`config.mk`:
```
export PLATFORM = sky130hd
export DESIGN_NAME = kvt_match
export DESIGN_NICKNAME = d
export VERILOG_FILES = /design/src/rtl/core/kvt_pkg.sv /design/src/rtl/core/kvt_match.sv
export SDC_FILE = /design/constraint.sdc
export NUM_CORES = 1
export LEC_CHECK = 0
export CORE_AREA = 2 2 100 102
export DETAILED_ROUTE_END_ITERATION = 16
export DIE_AREA = 0 0 102 104
export DONT_BUFFER_PORTS = 1
export PLACE_DENSITY = 0.37
export SYNTH_ARGS = -nofsm -noshare
export SYNTH_HDL_FRONTEND = slang
export SYNTH_SLANG_ARGS = --single-unit
```
`constraint.sdc`:
```
create_clock -name vclk -period 2.02
set_input_delay 0.101 -clock vclk [all_inputs]
set_output_delay 0.101 -clock vclk [all_outputs]
set_load 0.01 [all_outputs]
```
`src/rtl/core/kvt_pkg.sv`:
```
// shared constants, types and helpers for the key/value table
`default_nettype none
package kvt_pkg;

	localparam int ENTRIES   = 64;
	localparam int KEY_BYTES = 16;
	localparam int WORD_W    = 64;
	localparam int IDX_W     = (ENTRIES > 1) ? $clog2(ENTRIES) : 1;
	localparam int CNT_W     = $clog2(ENTRIES + 1);

	typedef enum logic [1:0] {
		OP_NOOP = 2'd0,
		OP_SET  = 2'd1,
		OP_GET  = 2'd2,
		OP_DEL  = 2'd3
	} op_t;

	typedef enum logic [1:0] {
		ST_OK      = 2'd0,
		ST_FULL    = 2'd1,
		ST_MISSING = 2'd2
	} status_t;

	// mask of the top n bytes of a 64-bit word, n clamped to 0..8
	function automatic logic [WORD_W-1:0] top_bytes_mask(input int n);
		logic [WORD_W-1:0] m;
		if (n <= 0) begin
			m = '0;
		end else if (n >= 8) begin
			m = '1;
		end else begin
			m = {WORD_W{1'b1}} << (WORD_W - 8 * n);
		end
		return m;
	endfunction

	localparam logic [WORD_W-1:0] KEY_MASK_HI = top_bytes_mask(KEY_BYTES);
	localparam logic [WORD_W-1:0] KEY_MASK_LO = top_bytes_mask(KEY_BYTES - 8);

endpackage
`default_nettype wire

```
`src/rtl/core/kvt_match.sv`:
```
// masked key compare shared by every step of the search
`default_nettype none
module kvt_match (
	input  wire logic [kvt_pkg::WORD_W-1:0] stored_hi,
	input  wire logic [kvt_pkg::WORD_W-1:0] stored_lo,
	input  wire logic [kvt_pkg::WORD_W-1:0] req_hi,
	input  wire logic [kvt_pkg::WORD_W-1:0] req_lo,
	output logic                            hit
);
	import kvt_pkg::*;

	// bytes past the key length are stored but ignored
	assign hit = (((stored_hi ^ req_hi) & KEY_MASK_HI) == '0) &&
	             (((stored_lo ^ req_lo) & KEY_MASK_LO) == '0);

endmodule
`default_nettype wire

```
==> impl_results.rst <==
.. list-table::
   :header-rows: 1

   * - Metric
     - Value
   * - Status
     - finished, final reports clean
   * - Port buffer count
     - 0
   * - Synth Net Count
     - 427
   * - Via count normalized by instance count
     - 4.21
   * - Arrival time of the worst setup path
     - 1340 ps
   * - Worst setup path class
     - in -> out
   * - Leading cell types in the layout, fill and taps excluded
     - xnor2_1 (128), nand4_1 (34), nor4_1 (7)
   * - LEAKAGE
     - 0.282 nW
   * - Hold Buf Count CTS
     - 0
   * - Y dimension of the die
     - 104 µm
   * - Maximum number of pins on one net before global-route repair
     - 2
   * - Share of the core filled with cells
     - 16.3%
   * - Final antenna diode count
     - 0
   * - Synth Cell Area
     - 1390 µm²
   * - Buffers inserted during post-CTS setup optimization
     - 0
   * - Total Die Area
     - 10,600 µm²
   * - Final number of setup-violating endpoints
     - 0
   * - Number of instances on the worst hold path
     - 5
   * - Number of fill cells in the layout
     - 1,101
   * - Final Routed Wirelength
     - 5.54 mm
   * - Startpoint types
     - primary input
   * - Syn Inst Count
     - 171
   * - Fraction of the yosys area taken by sequential cells
     - 0%
   * - CP Data Required Time
     - 1920 ps
   * - Total of max-cap violations
     - 0
   * - Antenna violations before repair
     - 0
   * - Die width
     - 102 µm
   * - Total core area
     - 9550 µm²
   * - Per-cell routed wire length
     - 18.2 µm
   * - Kind of capture point of the worst setup path
     - output port
   * - Cell area power density
     - 174 nW/µm²
   * - Maximum fanout along the worst path
     - 1
   * - Area used by multi-input combinational logic
     - 1390 µm²
   * - Count of distinct cell types in the synthesized netlist
     - 5
   * - Final hold violation count
     - 0
   * - Antenna viol nets, final
     - 0
   * - Measured slew at the worst slew-check pin
     - 433 ps
   * - Number of vias after detailed routing
     - 1,280
   * - Initial cell density of the core
     - 14.6%
   * - Total track usage
     - 8.89%
   * - Area growth from synthesis to layout
     - 11.9%
   * - Clock Buffer Count
     - 0
   * - Via count of the first global-routing pass
     - 1,341
   * - Sequential Area
     - 0 µm²
   * - Post-placement cell area
     - 1560 µm²
   * - Most common cell after layout, fill and taps aside
     - xnor2_1
   * - Net count, final
     - 429
   * - Total design power
     - 0.272 mW
   * - Relative slew slack
     - 70.9%
   * - Count of routing violations after the opening detailed-route iteration
     - 7
   * - Hpwl dp
     - 5.49 mm
   * - DRC violation count after routing
     - 0
   * - Min cycle time layout
     - 1440 ps
   * - Share of post-route cells with drive strength above 1
     - 0.585%
   * - Fin. max-slew vios
     - 0
   * - Final non-filler cell area
     - 1560 µm²
   * - Cell Rows
     - 36
   * - Period Utilization, post-route
     - 71.3%
   * - Mean post-synth cell area
     - 8.15 µm²
   * - Warnings, synthesis
     - 0
   * - Fmax
     - 0.694 GHz
   * - Final estimated routing congestion in global placement
     - 0.830
   * - Unrepaired setup endpoints after global routing
     - false
   * - Final-layout setup total negative slack
     - 0 ps
   * - Congestion Overflow GR
     - 0
   * - Maximum vdd drop
     - 34.8 µV
   * - Top-level I/O count
     - 257
   * - Number of iterations in the first detailed-routing pass
     - 4
   * - Post-cts resize count
     - 0
   * - Global-route wire length before repair
     - 6.85 mm
   * - Worst hold path class
     - in -> out
   * - Number of flip-flops and latches
     - 0
## power by group
part / total (mW) / leakage, nW / switching (mW) / internal (mW)
clock network: 0 / 0 / 0 / 0
logic: 0.272 / 0.282 / 0.0848 / 0.187
registers: 0 / 0 / 0 / 0
## cell families after synthesis
logic type,share of synthesized area (%)
AND/OR/NAND/NOR,19.6
XOR/XNOR,80.4
## Yosys cell counts
cell type    n  area, µm²
nor4_1       7       43.8
nor2_1       1       3.75
nand4_1     34        213
xnor2_1    128       1120
nor4_2       1       12.5
## stage by stage
step,hold WS (ps),setup slack [ps],instances
floorplan,446,1030,171
global placement,495,473,304
detailed placement,498,472,304
CTS,498,458,304
global route,542,413,304
finish,493,580,304
## area by class of cell
cell class | instances | share of cell area [%]
well taps | 133 | 10.7
multi-input cells | 171 | 89.3
## path summary, 6_finish.rpt
kind	from	to	slack [ps]
setup / recovery	req_lo[0]	hit	580
hold / removal	stored_hi[11]	hit	490
## worst max-delay path, cell delays in order
cell     delay, ps
xnor2_1        170
nand4_1        130
nor4_1         450
nand4_1        230
nor2_1         260
## routing by layer
metal,part of all wire [%],track usage (%),routed length (µm),vias up
met4,0,0,0,0
met2,59,20.8,3260,150
li1,-,-,-,597
met1,27,7.04,1490,533
met3,14,2.35,795,0
met5,0,0,0,-
No activity file was read; power rests on OpenSTA's default activity.
