==> src/rtl/core/kvt_ram.sv <==
// generic single-write, single-read ram with registered read data
`default_nettype none
module kvt_ram #(
	parameter int WIDTH = 64,
	parameter int DEPTH = 64
) (
	input  wire logic                                        clk,
	input  wire logic                                        we,
	input  wire logic [((DEPTH > 1) ? $clog2(DEPTH) : 1)-1:0] waddr,
	input  wire logic [WIDTH-1:0]                            wdata,
	input  wire logic [((DEPTH > 1) ? $clog2(DEPTH) : 1)-1:0] raddr,
	output logic      [WIDTH-1:0]                            rdata
);
	logic [WIDTH-1:0] mem_q [DEPTH];

	always_ff @(posedge clk) begin
		if (we) begin
			mem_q[waddr] <= wdata;
		end
		rdata <= mem_q[raddr];
	end

endmodule
`default_nettype wire

==> config.mk <==
export PLATFORM = sky130hd
export DESIGN_NAME = kvt_ram
export DESIGN_NICKNAME = d
export VERILOG_FILES = /design/src/rtl/core/kvt_ram.sv
export SDC_FILE = /design/constraint.sdc
export NUM_CORES = 2
export LEC_CHECK = 0
export CORE_ASPECT_RATIO = 0.8
export CORE_MARGIN = 2
export CORE_UTILIZATION = 55
export DETAILED_ROUTE_END_ITERATION = 10
export DONT_BUFFER_PORTS = 1
export PLACE_DENSITY = 0.73
export SLEW_MARGIN = 20
export SYNTH_ARGS = -nofsm -noshare
export SYNTH_HDL_FRONTEND = slang
export SYNTH_SLANG_ARGS = --single-unit
==> constraint.sdc <==
create_clock -name clk -period 5.5 [get_ports clk]
set_input_delay 0.55 -clock clk [delete_from_list [all_inputs] [get_ports clk]]
set_output_delay 0.55 -clock clk [all_outputs]
set_load 0.01 [all_outputs]
==> flow_summary.json <==
{
  "status": "finished with violations",
  "violations": "max-slew violations",
  "drive_above_1_share": 0.268,
  "core-area_sq_mm": 0.284,
  "synth_seq_area_share": 0.795,
  "setup_tns_ps": 0,
  "gp_congestion": 0.802,
  "path_clk_slew_ps": 70,
  "insertion_delay_ps": 910,
  "cts.sinks": 4160,
  "hold_start": "wdata[50]",
  "holdCritPathClass": "in -> reg",
  "path_cells": "buf_16 -> buf_16 -> buf_16 -> buf_16 -> or3_1 -> o221ai_1 -> o22ai_1 -> and3_1",
  "synth_common_cells": "4,096 x edfxtp_1, 1,024 x mux4_2, 170 x buf_2",
  "wire_per_inst_um": 37.4,
  "portBuffers": 0,
  "finalSetupViolCount": 0,
  "num_vias": 76110,
  "synth.most_common_cell": "edfxtp_1",
  "reg2regPathDepth": 5,
  "startpoint_type": "primary input",
  "dp_slack_ps": 499,
  "dieWidth_um": 600,
  "ys_warn_count": 0,
  "worst_slack_ps": 541,
  "nets": 7023,
  "cts_resized": 0,
  "max_stage_delay_ps": 750,
  "drv_cap": 0,
  "grt_pass1_vias": 75226,
  "power-per-cell-area_mw_per_mm2": 365,
  "power_uw": 64500,
  "cp.arrival_ps": 5780,
  "hold_violations": 0,
  "slowest_stage": "buf_16",
  "crit_top_cell": "buf_16",
  "rr_endpoint": "rdata[45]$_DFF_P_",
  "area_growth_pct": 13.1,
  "criticalPathCategory": "in -> reg",
  "routed_wl_um": 414000,
  "hold_buffers": 126,
  "vias_per_cell": 6.88,
  "drc_errors": 0,
  "cts_setup_buffers": 0,
  "numCtsBuffers": 387,
  "grt_util_all_layers": 0.288,
  "die-area_sq_mm": 0.289,
  "synth-seq-cells": 4160,
  "dpl.hpwl_um": 209000,
  "die_height_um": 481,
  "required_ps": 6320,
  "ys_async_sr_fraction": 0,
  "grt_max_degree": 875,
  "p_leak_uw": 0.0549,
  "grt_pass1_wl_um": 579000,
  "grt_antenna_before_repair": 13,
  "final_max_slew_viol_count": 205,
  "holdPathStages": 1,
  "synth_nets": 6676,
  "hold_path_end": "mem_q[3][50]$_DFFE_PP_",
  "initial_core_util": 0.551,
  "cts.path.max_buffers": 4,
  "fmax_mhz": 202,
  "end_kind": "flip-flop",
  "root_buffer": "clkbuf_16",
  "synth_edf_count": 4096,
  "worstReg2RegStart": "mem_q[63][45]$_DFFE_PP_",
  "overflow": 0,
  "cp_max_fo": 202,
  "netlist.area_leader.share": 0.787,
  "yosysTopAreaCell": "edfxtp_1",
  "postRouteAntennaNets": 0,
  "synth.area.top_cells": "edfxtp_1 79%, mux4_2 15%, mux2i_1 0.86%",
  "rrSetupSlack_ps": 3030,
  "syn_avg_cell_area_sq_um": 23.7,
  "tightest_slew_ps": 2200,
  "cts_max_level": 5,
  "synth.distinct_cells": 33,
  "ir_worst_vdd_uv": 340,
  "synth_area_sq_mm": 0.156,
  "period_share": 0.902,
  "num_rows": 175,
  "synth_flop_cell": "edfxtp_1",
  "postSynthCellCount": 6598,
  "io_pins": 142,
  "period_needed_ps": 4960,
  "cts_tree": "built",
  "firstDrtPassIters": 8,
  "drtIter0Drc": 13082,
  "rsz0062_at_grt": "no",
  "slew_headroom": -0.468,
  "clock_skew_ps": 43.3
}
worst max path at each step:
stage	from	to	slack, ps	cells after the start
CTS	raddr[0]	rdata[36]$_DFF_P_	1470	9
global placement	raddr[0]	rdata[36]$_DFF_P_	510	9
finish	raddr[1]	rdata[62]$_DFF_P_	540	8
global route	raddr[1]	rdata[62]$_DFF_P_	470	8
detailed placement	raddr[0]	rdata[40]$_DFF_P_	500	9
floorplan	waddr[5]	mem_q[39][0]$_DFFE_PP_	920	4
state kept, by name, indices dropped and copies added, names as in the netlist:
signal / count
mem_q: 4096
rdata: 64
kinds of logic after synthesis:
group                  count (synthesis)  synth area share
buffers and inverters                389            0.0118
and+or+nand+nor                      386            0.0124
DFF                                 4160             0.795
muxes                               1159             0.156
AOI/OAI and AO/OA                    504            0.0248
critical path, delay by kind of cell:
| kind | cells | cell delay [ps] |
|---|---|---|
| buffers and inverters | 4 | 2500 |
| and+or+nand+nor | 2 | 920 |
| AOI/OAI and AO/OA | 2 | 1170 |
power breakdown:
| group | switching, uW | internal, uW | leakage, uW |
|---|---|---|---|
| logic | 1730 | 1200 | 0.0115 |
| clock network | 11400 | 14800 | 0.00603 |
| registers | 248 | 35100 | 0.0374 |
metal layers:
metal  global-route usage  up-vias  part of all wire
li1                     -    29199                 -
met1                0.413    40435              0.37
met2                0.449     5630              0.48
met3               0.0606      836              0.12
met4               0.0973       10             0.038
met5                    0        -           0.00015
through the flow:
stage               instance area (sq um)  cells  utilization  hold WS (ps)
CTS                                176000  11043        0.622          1.39
detailed placement                 162000  10222        0.571           652
global placement                   162000  10221        0.571           652
floorplan                          156000   6598            -           649
global route                       177000  11057        0.624          20.1
finish                             177000  11070        0.624          53.5
layout by cell type, fill, tap and decap left out, drive strengths merged, types with 63 or more instances in the layout:
cell type,Yosys,routed
dfxtp,64,64
a22oi,168,168
nor2,112,112
a22o,88,88
buf,230,266
mux2i,135,135
a211oi,63,63
o22ai,83,83
edfxtp,4096,4096
mux4,1024,1024
clkinv,0,162
and3,64,64
clkbuf,140,488
cell type report:
class / instances / area [sq um]
Timing Repair Buffer: 328 / 4650
Inverter: 19 / 71.3
Clock buffer: 488 / 10400
Tap cell: 3805 / 4760
Fill cell: 18025 / 107000
Clock inverter: 207 / 1880
Multi-Input combinational cell: 2049 / 30800
Sequential cell: 4160 / 124000
Antenna cell: 14 / 35.0
Note: power is estimated with default switching activity, not from simulation.
